File: config.mk
export PLATFORM = sky130hd
export DESIGN_NAME = result_row_field_splitter
export DESIGN_NICKNAME = d
export VERILOG_FILES = /design/src/hw/rtl/rrfs_pkg.sv /design/src/hw/rtl/result_row_field_splitter.sv /design/src/hw/rtl/rrfs_front.sv /design/src/hw/rtl/rrfs_queue.sv /design/src/hw/rtl/rrfs_back.sv
export SDC_FILE = /design/constraint.sdc
export NUM_CORES = 1
export LEC_CHECK = 0
export BUFFER_PORTS_ARGS = -buffer_cell sky130_fd_sc_hd__buf_2
export CAP_MARGIN = 20
export CORE_MARGIN = 2
export CORE_UTILIZATION = 40
export DETAILED_ROUTE_END_ITERATION = 6
export PLACE_DENSITY = 0.63
export SLEW_MARGIN = 20
export SYNTH_ARGS = -nofsm -noshare
export SYNTH_HDL_FRONTEND = slang
export SYNTH_SLANG_ARGS = --single-unit
File: constraint.sdc
create_clock -name clk -period 12 [get_ports clk]
set_clock_uncertainty 0.2 [all_clocks]
set_input_delay 0.6 -clock clk [delete_from_list [all_inputs] [get_ports clk]]
set_output_delay 0.6 -clock clk [all_outputs]
set_load 0.01 [all_outputs]
File: src/hw/rtl/rrfs_pkg.sv
`timescale 1ns / 1ps
package rrfs_pkg;

    typedef enum logic [1:0]
    {
        MODE_NORMAL,
        MODE_QUOTED,
        MODE_ESCAPED
    } mode_t;

    localparam logic [7:0] CHAR_QUOTE  = 8'h22;
    localparam logic [7:0] CHAR_COMMA  = 8'h2C;
    localparam logic [7:0] CHAR_BSLASH = 8'h5C;
    localparam logic [7:0] CHAR_N      = 8'h4E;
    localparam logic [7:0] CHAR_U      = 8'h55;
    localparam logic [7:0] CHAR_L      = 8'h4C;

    localparam int ROW_BITS    = 24;
    localparam int COL_BITS    = 8;
    localparam int FIELD_BITS  = 16;
    localparam int CFG_BITS    = 9;
    localparam int SKIP_BYTES  = 2;
    localparam int CQ_BITS     = 3;
    localparam int QUEUE_DEPTH = 2;
    localparam int TDATA_BITS  = 72;
    localparam int TUSER_BITS  = 1;

    localparam logic [CFG_BITS-1:0] COLUMN_COUNT_RESET = 9'd1;

    // One parse command from the front to the back
    typedef struct packed
    {
        logic       has_byte;
        logic       last;
        logic       is_quote;
        logic       is_comma;
        logic       is_bslash;
        logic [7:0] data;
    } cmd_t;

    typedef struct packed
    {
        logic [ROW_BITS-1:0]   row_index;
        logic [COL_BITS-1:0]   column_index;
        logic [FIELD_BITS-1:0] field_start;
        logic [FIELD_BITS-1:0] field_length;
        logic                  is_null;
        logic                  too_many_columns;
    } desc_t;

endpackage

File: src/hw/rtl/result_row_field_splitter.sv
`timescale 1ns / 1ps
// Field splitter for comma separated text result lines.
// Slave stream: one byte per transaction in s_tdata, s_tlast on the last
// byte of a line. Master stream: one field descriptor per transaction in
// m_tdata; m_tuser flags a column beyond the configured count, after which
// the rest of that line yields nothing. cfg_wr_en/cfg_wr_data write the
// expected column count; write it only while the block is idle.
// Throughput: one byte per cycle, sustained, while the receiver keeps up.
// A byte is held until the next byte of its line arrives (that is how the
// next to last byte is recognised). The transaction carrying that next
// byte pushes a command into the queue; the parser takes it from the queue
// and loads the descriptor into the output register, which drives m_tvalid.
// The parser's state update sets the one-byte-per-cycle figure.
// Reset clears the line state, the row counter and both streams; the column
// count returns to 1. When the receiver stalls, the output register holds,
// the queue fills, and s_tready falls once the queue is full; nothing is
// lost or repeated.
module result_row_field_splitter
#(
    parameter int MAX_COLUMNS   = 256,
    parameter int POSITION_BITS = 16,
    parameter int HISTORY_DEPTH = 8
)
(
    input  logic                              clk,
    input  logic                              rst_n,
    input  logic                              cfg_wr_en,
    input  logic [rrfs_pkg::CFG_BITS-1:0]     cfg_wr_data,   // column_count
    input  logic                              s_tvalid,
    output logic                              s_tready,
    input  logic [7:0]                        s_tdata,       // data_byte
    input  logic                              s_tlast,       // line_end
    output logic                              m_tvalid,
    input  logic                              m_tready,
    // row_index, column_index, field_start, field_length, is_null, zero pad
    output logic [rrfs_pkg::TDATA_BITS-1:0]   m_tdata,
    output logic [rrfs_pkg::TUSER_BITS-1:0]   m_tuser        // too_many_columns
);
    import rrfs_pkg::*;

    localparam int USED_BITS = ROW_BITS + COL_BITS + 2 * FIELD_BITS + 1;

    logic [CFG_BITS-1:0] column_count_reg, column_count_next;
    logic                f_valid, f_ready, b_valid, b_ready;
    cmd_t                f_cmd, b_cmd;
    desc_t               desc;

    assign column_count_next = cfg_wr_en ? cfg_wr_data : column_count_reg;

    always_ff @(posedge clk or negedge rst_n)
    begin
        if (!rst_n)
            column_count_reg <= COLUMN_COUNT_RESET;
        else
            column_count_reg <= column_count_next;
    end

    rrfs_front u_front
    (
        .clk       (clk),
        .rst_n     (rst_n),
        .s_tvalid  (s_tvalid),
        .s_tready  (s_tready),
        .s_tdata   (s_tdata),
        .s_tlast   (s_tlast),
        .cmd_valid (f_valid),
        .cmd_ready (f_ready),
        .cmd       (f_cmd)
    );

    rrfs_queue u_queue
    (
        .clk       (clk),
        .rst_n     (rst_n),
        .in_valid  (f_valid),
        .in_ready  (f_ready),
        .in_data   (f_cmd),
        .out_valid (b_valid),
        .out_ready (b_ready),
        .out_data  (b_cmd)
    );

    rrfs_back
    #(
        .MAX_COLUMNS   (MAX_COLUMNS),
        .POSITION_BITS (POSITION_BITS),
        .HISTORY_DEPTH (HISTORY_DEPTH)
    )
    u_back
    (
        .clk          (clk),
        .rst_n        (rst_n),
        .column_count (column_count_reg),
        .cmd_valid    (b_valid),
        .cmd_ready    (b_ready),
        .cmd          (b_cmd),
        .m_tvalid     (m_tvalid),
        .m_tready     (m_tready),
        .desc         (desc)
    );

    assign m_tdata = {{(TDATA_BITS - USED_BITS){1'b0}}, desc.is_null, desc.field_length,
                      desc.field_start, desc.column_index, desc.row_index};
    assign m_tuser = TUSER_BITS'(desc.too_many_columns);

endmodule

File: src/hw/rtl/rrfs_front.sv
`timescale 1ns / 1ps
module rrfs_front
(
    input  logic          clk,
    input  logic          rst_n,
    input  logic          s_tvalid,
    output logic          s_tready,
    input  logic [7:0]    s_tdata,   // data_byte
    input  logic          s_tlast,   // line_end
    output logic          cmd_valid,
    input  logic          cmd_ready,
    output rrfs_pkg::cmd_t cmd
);
    import rrfs_pkg::*;

    localparam int SKIP_W = $clog2(SKIP_BYTES + 1);

    logic [SKIP_W-1:0] skip_reg, skip_next;
    logic [7:0]        held_byte_reg, held_byte_next;
    logic              held_valid_reg, held_valid_next;
    logic              accept;

    assign s_tready  = cmd_ready;
    assign accept    = s_tvalid & cmd_ready;
    // a transaction carries the held byte, or a bare line end
    assign cmd_valid = s_tvalid & (held_valid_reg | s_tlast);

    always_comb
    begin
        cmd.has_byte  = held_valid_reg;
        cmd.last      = s_tlast;
        cmd.is_quote  = (held_byte_reg == CHAR_QUOTE);
        cmd.is_comma  = (held_byte_reg == CHAR_COMMA);
        cmd.is_bslash = (held_byte_reg == CHAR_BSLASH);
        cmd.data      = held_byte_reg;
    end

    always_comb
    begin
        skip_next       = skip_reg;
        held_byte_next  = held_byte_reg;
        held_valid_next = held_valid_reg;
        if (accept)
        begin
            if (s_tlast)
            begin
                skip_next       = '0;
                held_byte_next  = '0;
                held_valid_next = 1'b0;
            end
            else if (skip_reg == SKIP_W'(SKIP_BYTES))
            begin
                held_byte_next  = s_tdata;
                held_valid_next = 1'b1;
            end
            else
            begin
                skip_next = skip_reg + SKIP_W'(1);
            end
        end
    end

    always_ff @(posedge clk or negedge rst_n)
    begin
        if (!rst_n)
        begin
            skip_reg       <= '0;
            held_byte_reg  <= '0;
            held_valid_reg <= 1'b0;
        end
        else
        begin
            skip_reg       <= skip_next;
            held_byte_reg  <= held_byte_next;
            held_valid_reg <= held_valid_next;
        end
    end

endmodule

File: src/hw/rtl/rrfs_queue.sv
`timescale 1ns / 1ps
module rrfs_queue
(
    input  logic           clk,
    input  logic           rst_n,
    input  logic           in_valid,
    output logic           in_ready,
    input  rrfs_pkg::cmd_t in_data,
    output logic           out_valid,
    input  logic           out_ready,
    output rrfs_pkg::cmd_t out_data
);
    import rrfs_pkg::*;

    localparam int PW = (QUEUE_DEPTH > 1) ? $clog2(QUEUE_DEPTH) : 1;
    localparam int CW = $clog2(QUEUE_DEPTH + 1);

    cmd_t            mem [QUEUE_DEPTH];
    logic [PW-1:0]   wr_ptr_reg, wr_ptr_next;
    logic [PW-1:0]   rd_ptr_reg, rd_ptr_next;
    logic [CW-1:0]   count_reg, count_next;
    logic            push, pop;

    assign in_ready  = (count_reg != CW'(QUEUE_DEPTH));
    assign out_valid = (count_reg != '0);
    assign out_data  = mem[rd_ptr_reg];
    assign push      = in_valid & in_ready;
    assign pop       = out_valid & out_ready;

    always_comb
    begin
        wr_ptr_next = wr_ptr_reg;
        rd_ptr_next = rd_ptr_reg;
        count_next  = count_reg;
        if (push)
            wr_ptr_next = (wr_ptr_reg == PW'(QUEUE_DEPTH - 1)) ? '0 : wr_ptr_reg + PW'(1);
        if (pop)
            rd_ptr_next = (rd_ptr_reg == PW'(QUEUE_DEPTH - 1)) ? '0 : rd_ptr_reg + PW'(1);
        if (push && !pop)
            count_next = count_reg + CW'(1);
        else if (pop && !push)
            count_next = count_reg - CW'(1);
    end

    always_ff @(posedge clk)
    begin
        if (push)
            mem[wr_ptr_reg] <= in_data;
    end

    always_ff @(posedge clk or negedge rst_n)
    begin
        if (!rst_n)
        begin
            wr_ptr_reg <= '0;
            rd_ptr_reg <= '0;
            count_reg  <= '0;
        end
        else
        begin
            wr_ptr_reg <= wr_ptr_next;
            rd_ptr_reg <= rd_ptr_next;
            count_reg  <= count_next;
        end
    end

endmodule

File: src/hw/rtl/rrfs_back.sv
`timescale 1ns / 1ps
module rrfs_back
#(
    parameter int MAX_COLUMNS   = 256,
    parameter int POSITION_BITS = 16,
    parameter int HISTORY_DEPTH = 8
)
(
    input  logic                            clk,
    input  logic                            rst_n,
    input  logic [rrfs_pkg::CFG_BITS-1:0]   column_count,
    input  logic                            cmd_valid,
    output logic                            cmd_ready,
    input  rrfs_pkg::cmd_t                  cmd,
    output logic                            m_tvalid,
    input  logic                            m_tready,
    output rrfs_pkg::desc_t                 desc
);
    import rrfs_pkg::*;

    localparam int PB   = POSITION_BITS;
    localparam int LW   = PB + 2;
    localparam int CW   = $clog2(MAX_COLUMNS + 1);
    localparam int LIMW = (CW > CFG_BITS) ? CW : CFG_BITS;
    localparam int NULL_SPAN = (HISTORY_DEPTH - 3 < (1 << CQ_BITS)) ?
                               (HISTORY_DEPTH - 3) : (1 << CQ_BITS);
    localparam logic [PB-1:0] POS_MAX = '1;
    localparam logic [PB-1:0] CUR_MAX = POS_MAX - PB'(1);
    localparam logic [PB-1:0] TOKEN_RESET = PB'(SKIP_BYTES);
    localparam logic [CQ_BITS-1:0] CQ_MAX = '1;

    mode_t               mode_reg, mode_next;
    logic [CW-1:0]       col_reg, col_next;
    logic [PB-1:0]       tok_reg, tok_next;
    logic [PB-1:0]       cur_reg, cur_next;
    logic [CQ_BITS-1:0]  cq_reg, cq_next;
    logic [7:0]          hist_reg [HISTORY_DEPTH];
    logic [7:0]          hist_next [HISTORY_DEPTH];
    logic [ROW_BITS-1:0] line_reg, line_next;
    logic                failed_reg, failed_next;
    logic                out_valid_reg, out_valid_next;
    desc_t               desc_reg, desc_next;

    logic                take, parse, emit, over;
    logic [LIMW-1:0]     limit;
    logic [LW-1:0]       len;
    logic                len_le0, len_is4, word_hit;
    logic [NULL_SPAN-1:0] word_match;

    assign cmd_ready = !out_valid_reg || m_tready;
    assign take      = cmd_valid & cmd_ready;
    assign parse     = take & cmd.has_byte & !failed_reg;
    assign emit      = parse & (mode_reg == MODE_NORMAL) & !cmd.is_quote
                     & (cmd.is_comma | cmd.last);
    assign m_tvalid  = out_valid_reg;
    assign desc      = desc_reg;

    always_comb
    begin
        limit = (LIMW'(column_count) > LIMW'(MAX_COLUMNS)) ?
                LIMW'(MAX_COLUMNS) : LIMW'(column_count);
        over  = (LIMW'(col_reg) >= limit);
    end

    // length is signed: the begin mark can run ahead of the position
    always_comb
    begin
        len     = LW'(cur_reg) - LW'(tok_reg) - LW'(cq_reg);
        len_le0 = len[LW-1] | (len == '0);
        len_is4 = (len == LW'(4));
    end

    // NULL spelt out in history, closing quotes sitting on top of it
    always_comb
    begin
        for (int k = 0; k < NULL_SPAN; k++)
            word_match[k] = (hist_reg[k + 3] == CHAR_N) && (hist_reg[k + 2] == CHAR_U)
                         && (hist_reg[k + 1] == CHAR_L) && (hist_reg[k] == CHAR_L);
        word_hit = 1'b0;
        for (int k = 0; k < NULL_SPAN; k++)
            if (cq_reg == CQ_BITS'(k))
                word_hit = word_match[k];
    end

    always_comb
    begin
        mode_next = mode_reg;
        if (take && cmd.last)
            mode_next = MODE_NORMAL;
        else if (parse)
        begin
            unique case (mode_reg)
                MODE_NORMAL:
                    if (cmd.is_quote)
                        mode_next = MODE_QUOTED;
                MODE_QUOTED:
                begin
                    if (cmd.is_quote)
                        mode_next = MODE_NORMAL;
                    else if (cmd.is_bslash)
                        mode_next = MODE_ESCAPED;
                end
                MODE_ESCAPED:
                    mode_next = MODE_QUOTED;
                default:
                    mode_next = MODE_NORMAL;
            endcase
        end
    end

    always_comb
    begin
        col_next       = col_reg;
        tok_next       = tok_reg;
        cur_next       = cur_reg;
        cq_next        = cq_reg;
        line_next      = line_reg;
        failed_next    = failed_reg;
        out_valid_next = out_valid_reg;
        desc_next      = desc_reg;
        for (int i = 0; i < HISTORY_DEPTH; i++)
            hist_next[i] = hist_reg[i];

        if (take && cmd.has_byte)
            cur_next = (cur_reg == CUR_MAX) ? cur_reg : cur_reg + PB'(1);

        if (parse)
        begin
            hist_next[0] = cmd.data;
            for (int i = 1; i < HISTORY_DEPTH; i++)
                hist_next[i] = hist_reg[i - 1];
            if (mode_reg == MODE_NORMAL && cmd.is_quote)
                tok_next = (tok_reg == POS_MAX) ? tok_reg : tok_reg + PB'(1);
            if (mode_reg == MODE_QUOTED && cmd.is_quote && cq_reg != CQ_MAX)
                cq_next = cq_reg + CQ_BITS'(1);
        end

        if (emit)
        begin
            desc_next.row_index    = line_reg;
            desc_next.column_index = COL_BITS'(col_reg);
            if (over)
            begin
                desc_next.field_start      = '0;
                desc_next.field_length     = '0;
                desc_next.is_null          = 1'b0;
                desc_next.too_many_columns = 1'b1;
                failed_next                = 1'b1;
            end
            else
            begin
                desc_next.field_start      = FIELD_BITS'(tok_reg);
                desc_next.field_length     = len_le0 ? '0 : FIELD_BITS'(len);
                desc_next.is_null          = len_le0 | (len_is4 & word_hit);
                desc_next.too_many_columns = 1'b0;
                col_next = col_reg + CW'(1);
                tok_next = (cur_reg == CUR_MAX) ? POS_MAX : cur_reg + PB'(2);
                cq_next  = '0;
            end
        end

        if (take)
            out_valid_next = emit;
        else if (m_tready)
            out_valid_next = 1'b0;

        // line end: restore the line state, advance the row
        if (take && cmd.last)
        begin
            col_next    = '0;
            tok_next    = TOKEN_RESET;
            cur_next    = TOKEN_RESET;
            cq_next     = '0;
            failed_next = 1'b0;
            line_next   = line_reg + ROW_BITS'(1);
            for (int i = 0; i < HISTORY_DEPTH; i++)
                hist_next[i] = '0;
        end
    end

    always_ff @(posedge clk)
    begin
        desc_reg <= desc_next;
    end

    always_ff @(posedge clk or negedge rst_n)
    begin
        if (!rst_n)
        begin
            mode_reg      <= MODE_NORMAL;
            col_reg       <= '0;
            tok_reg       <= TOKEN_RESET;
            cur_reg       <= TOKEN_RESET;
            cq_reg        <= '0;
            line_reg      <= '0;
            failed_reg    <= 1'b0;
            out_valid_reg <= 1'b0;
            for (int i = 0; i < HISTORY_DEPTH; i++)
                hist_reg[i] <= '0;
        end
        else
        begin
            mode_reg      <= mode_next;
            col_reg       <= col_next;
            tok_reg       <= tok_next;
            cur_reg       <= cur_next;
            cq_reg        <= cq_next;
            line_reg      <= line_next;
            failed_reg    <= failed_next;
            out_valid_reg <= out_valid_next;
            for (int i = 0; i < HISTORY_DEPTH; i++)
                hist_reg[i] <= hist_next[i];
        end
    end

endmodule

* Yosys cells after proc, flatten, opt, wreduce, memory -nomap -nowiden *
Memory sizes are Yosys's and may differ from the RTL's.
Index checks and enable logic that the tools add are counted.

word-level totals
  register bits after elaboration = 226
  bits in writable memories = 26
  bits of input ports = 23
  output and inout bits = 75
  logic and storage cells = 191
  memories kept = 1

operators by class
  add/sub/neg operators = 13
  $lt $le $gt $ge = 2
  eq/ne operators = 36
  muxes and demuxes = 50
  bitwise gates (word level) = 14
  reductions and logical operators = 46

memory list
  name         depth  width  rd ports  clocked after memory_dff  wr ports  RTL line          RTL
  u_queue.mem  2      13     1         0                         1         rrfs_queue.sv:18  cmd_t mem [QUEUE_DEPTH];

operator list
  cell                                                              number
  16-bit two-way mux                                                10
  8-bit by 7-bit == test with 1-bit output, second input constant   17
  64-bit two-way mux                                                2
  9-bit two-way mux                                                 4
  16-bit by 1-bit adder with 16-bit output, second input constant   2
  16-bit == test, second input constant                             2
  24-bit by 1-bit adder with 24-bit output, second input constant   1
  1-bit logical AND                                                 22
  18-bit by 3-bit == test with 1-bit output, second input constant  1
  18-bit zero test                                                  1
  2-bit two-way mux                                                 9
  18-bit by 3-bit subtractor with 18-bit output                     1
  1-bit two-way mux                                                 17
  16-bit by 16-bit subtractor with 17-bit output                    1
  16-bit by 2-bit adder with 16-bit output, second input constant   1
  8-bit by 6-bit == test with 1-bit output, second input constant   2
  8-bit two-way mux                                                 2
  2-bit nonzero test                                                8
  3-bit two-way mux                                                 5
  1-bit bitwise AND                                                 10
  2-bit AND reduction                                               5
  9-bit by 1-bit adder with 9-bit output, second input constant     1
  9-bit >= comparator                                               1
  9-bit greater-than comparator, second input constant              1
  other kinds (21)                                                  35

* Longest topological paths before layout *
  depth in word-level cells = 11
  gate-level depth with buffers = 15
  mapped depth without buffers = 14

* Cells and area by module *
A second synthesis with hierarchy kept.

unflattened totals
  cell total of the unflattened synthesis = 1258
  area total of the unflattened synthesis = 13087.6 um^2

modules (own cells, without submodules)
  module                     instances  cells each  area an instance (um^2)  sequential area each (um^2)
  rrfs_back                  1          1102        10800.4                  5387.7
  rrfs_queue                 1          58          1144.8                   880.8
  rrfs_front                 1          71          713.2                    275.3
  result_row_field_splitter  1          27          429.2                    226.5

* Worst setup path before layout *
OpenSTA, ideal clock, no wires.

  path type = flip-flop to flip-flop
  start = reg u_back.cur_reg[0]
  end = reg u_back.desc_reg (netlist bit u_back.desc[10]), data pin
  setup time = 255 ps
  arrival = 3610 ps
  data required time = 11545 ps
  path slack = 7935 ps
  stages on the path, launching flop included = 16
  path buffers = 2
  period minus slack after synthesis = 4065 ps
  cell sequence = dfrtp_1 > clkbuf_1 > inv_1 > ha_1 > inv_1 > fa_1 > ha_1 > nor2b_1 > o21a_1 > a2111oi_2 > nand3_1 > or4_4 > a211oi_2 > or3_4 > buf_12 > nor2_2

on the way
  longest elaborated chain between the ends = 5

ends and longest elaborated chain
  what                                              RTL line          RTL
  start, declared                                   rrfs_back.sv:35   logic [PB-1:0] cur_reg, cur_next;
  start signal, assigned                            rrfs_back.sv:206  cur_reg <= cur_next;
  16-bit by 16-bit subtractor with 17-bit output *  rrfs_back.sv:68   len = LW'(cur_reg) - LW'(tok_reg) - LW'(cq_reg);
  18-bit by 3-bit subtractor with 18-bit output *   rrfs_back.sv:68
  18-bit zero test                                  rrfs_back.sv:69   len_le0 = len[LW-1] | (len == '0);
  1-bit OR                                          rrfs_back.sv:69
  2-bit OR reduction (no source line)               -
  end signal, assigned                              rrfs_back.sv:183  desc_reg <= desc_next;
  end, declared                                     rrfs_back.sv:42   desc_t desc_reg, desc_next;

Every way passes the cells marked *; elsewhere a longest branch is shown, timed or not.
A chain may end at the register's enable or synchronous reset.

* Worst setup path after layout *
  start = reg u_back.cur_reg[0]
  end = reg u_back.desc_reg (netlist bit u_back.desc[6]), data pin

The elaborated chain is that of the path after synthesis.

==> out/qor_table.md <==
| Parameter | Value |
|:---|:---|
| Synth Cell Area | 12,300 um2 |
| Cts hold-fix bufs | 0 |
| Register-to-Register Path Depth | 13 |
| Total of warnings raised by yosys | 0 |
| # setup viols final | 0 |
| Required time at the endpoint of the critical path | 12,100 ps |
| Clock edge transition at the registers on the reported setup and hold paths | 60 ps |
| Worst Path Class, Setup | register to register |
| Lkg Pwr | 5.84 nW |
| Type of the most critical hold path | input pin to asynchronous set/reset pin |
| Maximum fanout count along the critical path | 14 |
| Ordered cell list for the critical path | inv_1, ha_1, inv_1, fa_1, a21o_1, a221oi_2, o21ai_2, xnor2_2, or3b_4, or4_4, a211oi_2, or3_4, o21ba_1 |
| Final wirelength | 26.2 mm |
| Avg WL per Cell | 15.8 um |
| Synth cell count leaders | 172 x sky130_fd_sc_hd__nand2_1, 157 x sky130_fd_sc_hd__dfrtp_1, 104 x sky130_fd_sc_hd__nor2_1, 92 x sky130_fd_sc_hd__edfxtp_1, 89 x sky130_fd_sc_hd__a21oi_1 |
| Via count normalized by instance count | 5.29 |
| Max stage delay on crit path | 530 ps |
| Source-to-sink clock delay at the later pin of the worst-skew pair | 540 ps |
| Post-CTS resize count | 0 |
| Most frequent cell after synthesis | sky130_fd_sc_hd__nand2_1 |
| Worst ir drop on vdd | 165 uV |
| Maximum operating frequency | 229 MHz |
| Number of DRC markers after the initial detailed-route iteration | 569 |
| Clock period minus worst slack | 4360 ps |
| Multi-input gate area | 5190 um2 |
| Flops & latches, synth | 252 |
| FILL cells | 2,885 |
| Total clock buffers created by CTS | 28 |
| Result of the run | complete, but fails checks |
| Number of instances in the synthesized netlist | 1,157 |
| Detail Route Antenna Nets | 0 |
| ANT cells | 0 |
| Nets | 1,305 |
| Core area | 30,400 um2 |
| Number of levels in the clock H-tree | 1 |
| Detail Placement HPWL | 18.0 mm |
| Worst path most repeated cell | sky130_fd_sc_hd__inv_1 |
| FF+latch area | 6770 um2 |
| Hold slack final | -18.8 ps |
| Area overhead of the layout relative to synthesis | 13.9% |
| Detailed-route DRC error count | 0 |
| Crit path launch type | register |
| Floorplan row count | 64 |
| Buf/Inv on CP | 2 |
| Pwr per Cell Area | 225 nW/um2 |
| Width of the chip | 179 um |
| Last weighted congestion value of the routability-driven placer | 0.831 |
| GRT overflow | 0 |
| Commonest register cell after synthesis | sky130_fd_sc_hd__dfrtp_1 |
| RSZ-0062 raised after global routing | no |
| Wire length of the first global-routing pass | 43.0 mm |
| Worst flop-to-flop path startpoint | u_back.cur_reg[0]$_DFFE_PN0P_ |
| Critical path capture point type | register |
| DR vias | 8,760 |
| Total number of clock tree sinks | 252 |
| Worst path slowest cell | sky130_fd_sc_hd__or4_4 |
| Setup slack of the most critical reg-to-reg path | 7640 ps |
| Area after detailed placement | 13,100 um2 |
| Largest register FFs | 66 |
| Number of I/O pins | 98 |
| Buffers added on ports | 90 |
| Kind of cell with the highest combined delay on the critical path | simple AND/OR/NAND/NOR gates |
| Crit share post-route | 36.3% |
| Die area | 32,100 um2 |
| Final sum of negative setup slack | 0 ps |
| Effective utilization at floorplan | 40.3% |
| Number of max-capacitance violations reported | 0 |
| Fraction of final layout cells sized beyond drive strength 1 | 14.3% |
| Count of cell types in the netlist | 75 |
| Count of final max-slew check failures | 0 |
| Count of flip-flops with a built-in enable after synthesis | 92 |
| Clock tree from TritonCTS | yes |
| Drt pass-1 iters | 5 |
| Top cell type by total area after synthesis | sky130_fd_sc_hd__dfrtp_1 |
| Pin count of the biggest net entering global routing | 102 |
| Clock root buffer master | sky130_fd_sc_hd__clkbuf_16 |
| Top-area cell type share of the netlist area | 32.0% |
| Number of buffers added for setup after CTS | 0 |
| Syn avg cell area | 10.6 um2 |
| Deepest clock path buffer count | 3 |
| GRT Overall Usage | 16.5% |
| Critical path arrival | 4460 ps |
| R2r endpoint | u_back.desc[6]$_SDFFCE_PP0P_ |
| Biggest area contributors in the synthesized netlist | sky130_fd_sc_hd__dfrtp_1 32%, sky130_fd_sc_hd__edfxtp_1 23%, sky130_fd_sc_hd__nand2_1 5.3%, sky130_fd_sc_hd__ha_1 4.3%, sky130_fd_sc_hd__xnor2_1 3.7% |
| Worst slew margin relative to its limit | 36.4% |
| Final std cell area, no fill | 14,000 um2 |
| Violated checks | negative hold slack |
| Number of antenna violations at the first check in global routing | 0 |
| Slew at the pin with the worst max-slew slack | 954 ps |
| Vertical die dimension | 179 um |
| Count of endpoints failing hold in the final timing report | 9 |
| Fraction of synthesis flops using an asynchronous set or reset pin | 63.5% |
| Number of global-route vias before repair | 8,456 |
| Proportion of synthesized chip area in sequential cells | 55.2% |
[where the power goes]
part / internal (W) / switching, W / total (W)
sequential: 0.00110 / 0.000135 / 0.00124
combinational: 0.000395 / 0.000696 / 0.00109
clock: 0.000490 / 0.000331 / 0.000821
[routing by layer]
layer  vias to the layer above  wire length (um)  global-route usage [%]
met1                      4266             12000                    23.0
met5                         -                 0                       0
met4                         0               611                    4.40
li1                       4256                 -                       -
met2                       196             12300                    26.9
met3                        42              1300                    2.54
[cell type report]
cell class                      instances  share of cell area [%]
Multi-Input combinational cell        824                    37.1
Sequential cell                       252                    48.4
Inverter                               34                   0.913
Clock inverter                         13                   0.805
Timing Repair Buffer                   98                    3.69
Tap cell                              396                    3.54
Clock buffer                           39                    5.53
[placed cells by master, fill, tap and decap left out, types with 5 or more instances in the layout]
cell type	instances
sky130_fd_sc_hd__nand2_1	172
sky130_fd_sc_hd__dfrtp_1	157
sky130_fd_sc_hd__nor2_1	101
sky130_fd_sc_hd__edfxtp_1	92
sky130_fd_sc_hd__a21oi_1	89
sky130_fd_sc_hd__buf_2	89
sky130_fd_sc_hd__xnor2_1	52
sky130_fd_sc_hd__ha_1	42
sky130_fd_sc_hd__xor2_1	39
sky130_fd_sc_hd__nand3_1	37
sky130_fd_sc_hd__inv_1	32
sky130_fd_sc_hd__clkbuf_16	29
sky130_fd_sc_hd__nand4_1	24
sky130_fd_sc_hd__a211oi_1	23
sky130_fd_sc_hd__nor3_1	22
sky130_fd_sc_hd__o21ai_0	18
sky130_fd_sc_hd__a21o_1	14
sky130_fd_sc_hd__and3_1	13
sky130_fd_sc_hd__mux2i_1	12
sky130_fd_sc_hd__nor2_2	12
sky130_fd_sc_hd__mux2_2	11
sky130_fd_sc_hd__nor4_1	11
sky130_fd_sc_hd__nand2b_1	9
sky130_fd_sc_hd__clkbuf_1	9
sky130_fd_sc_hd__and2_1	8
sky130_fd_sc_hd__a22o_1	8
sky130_fd_sc_hd__buf_4	8
sky130_fd_sc_hd__nor4b_1	7
sky130_fd_sc_hd__or3_1	7
sky130_fd_sc_hd__conb_1	7
sky130_fd_sc_hd__clkinv_1	6
sky130_fd_sc_hd__nor2b_1	6
sky130_fd_sc_hd__o21a_1	5
sky130_fd_sc_hd__clkinv_2	5
[worst reg2reg max path, stage by stage, from the launching register on]
cell	delay [ps]
sky130_fd_sc_hd__dfrtp_1	470
sky130_fd_sc_hd__inv_1	120
sky130_fd_sc_hd__ha_1	170
sky130_fd_sc_hd__inv_1	60
sky130_fd_sc_hd__fa_1	400
sky130_fd_sc_hd__a21o_1	200
sky130_fd_sc_hd__a221oi_2	410
sky130_fd_sc_hd__o21ai_2	110
sky130_fd_sc_hd__xnor2_2	290
sky130_fd_sc_hd__or3b_4	450
sky130_fd_sc_hd__or4_4	530
sky130_fd_sc_hd__a211oi_2	220
sky130_fd_sc_hd__or3_4	300
sky130_fd_sc_hd__o21ba_1	180
[how the worst max path moves through the flow]
stage                                              start  cells after the start                       endpoint
after floorplan            u_back.cur_reg[0]$_DFFE_PN0P_                     15  u_back.desc[10]$_SDFFCE_PP0P_
after CTS                 u_queue.rd_ptr_reg$_DFFE_PN0P_                     11   u_back.tok_reg[15]$_DFF_PN0_
after detailed placement   u_back.cur_reg[0]$_DFFE_PN0P_                     13   u_back.desc[6]$_SDFFCE_PP0P_
after global routing       u_back.cur_reg[0]$_DFFE_PN0P_                     13   u_back.desc[6]$_SDFFCE_PP0P_
after global placement     u_back.cur_reg[0]$_DFFE_PN0P_                     13   u_back.desc[6]$_SDFFCE_PP0P_
final                      u_back.cur_reg[0]$_DFFE_PN0P_                     13   u_back.desc[6]$_SDFFCE_PP0P_
[stage by stage]
step / setup WS (ps) / total power (W) / utilization [%] / instances / hold slack (ps)
after floorplan: 7940 / 0.00206 / - / 1163 / 104
after global placement: 7720 / 0.00233 / 43.0 / 1604 / 253
after detailed placement: 7640 / 0.00235 / 43.0 / 1604 / 260
after CTS: 7630 / 0.00318 / 45.9 / 1656 / 21.7
after global routing: 7220 / 0.00337 / 46.0 / 1656 / 48.9
final: 7640 / 0.00315 / 46.0 / 1656 / -18.8
[logic make-up after synthesis]
family / count (synthesis) / synth area share [%]
simple gates: 463 / 18.3
flops: 252 / 55.2
compound gates: 195 / 10.3
xor+xnor: 92 / 6.63
buf+inv: 87 / 3.07
fa+ha+maj: 44 / 4.61
mux: 23 / 1.99
other cells: 1 / 0.0306
Note: power is estimated with default switching activity, not from simulation.
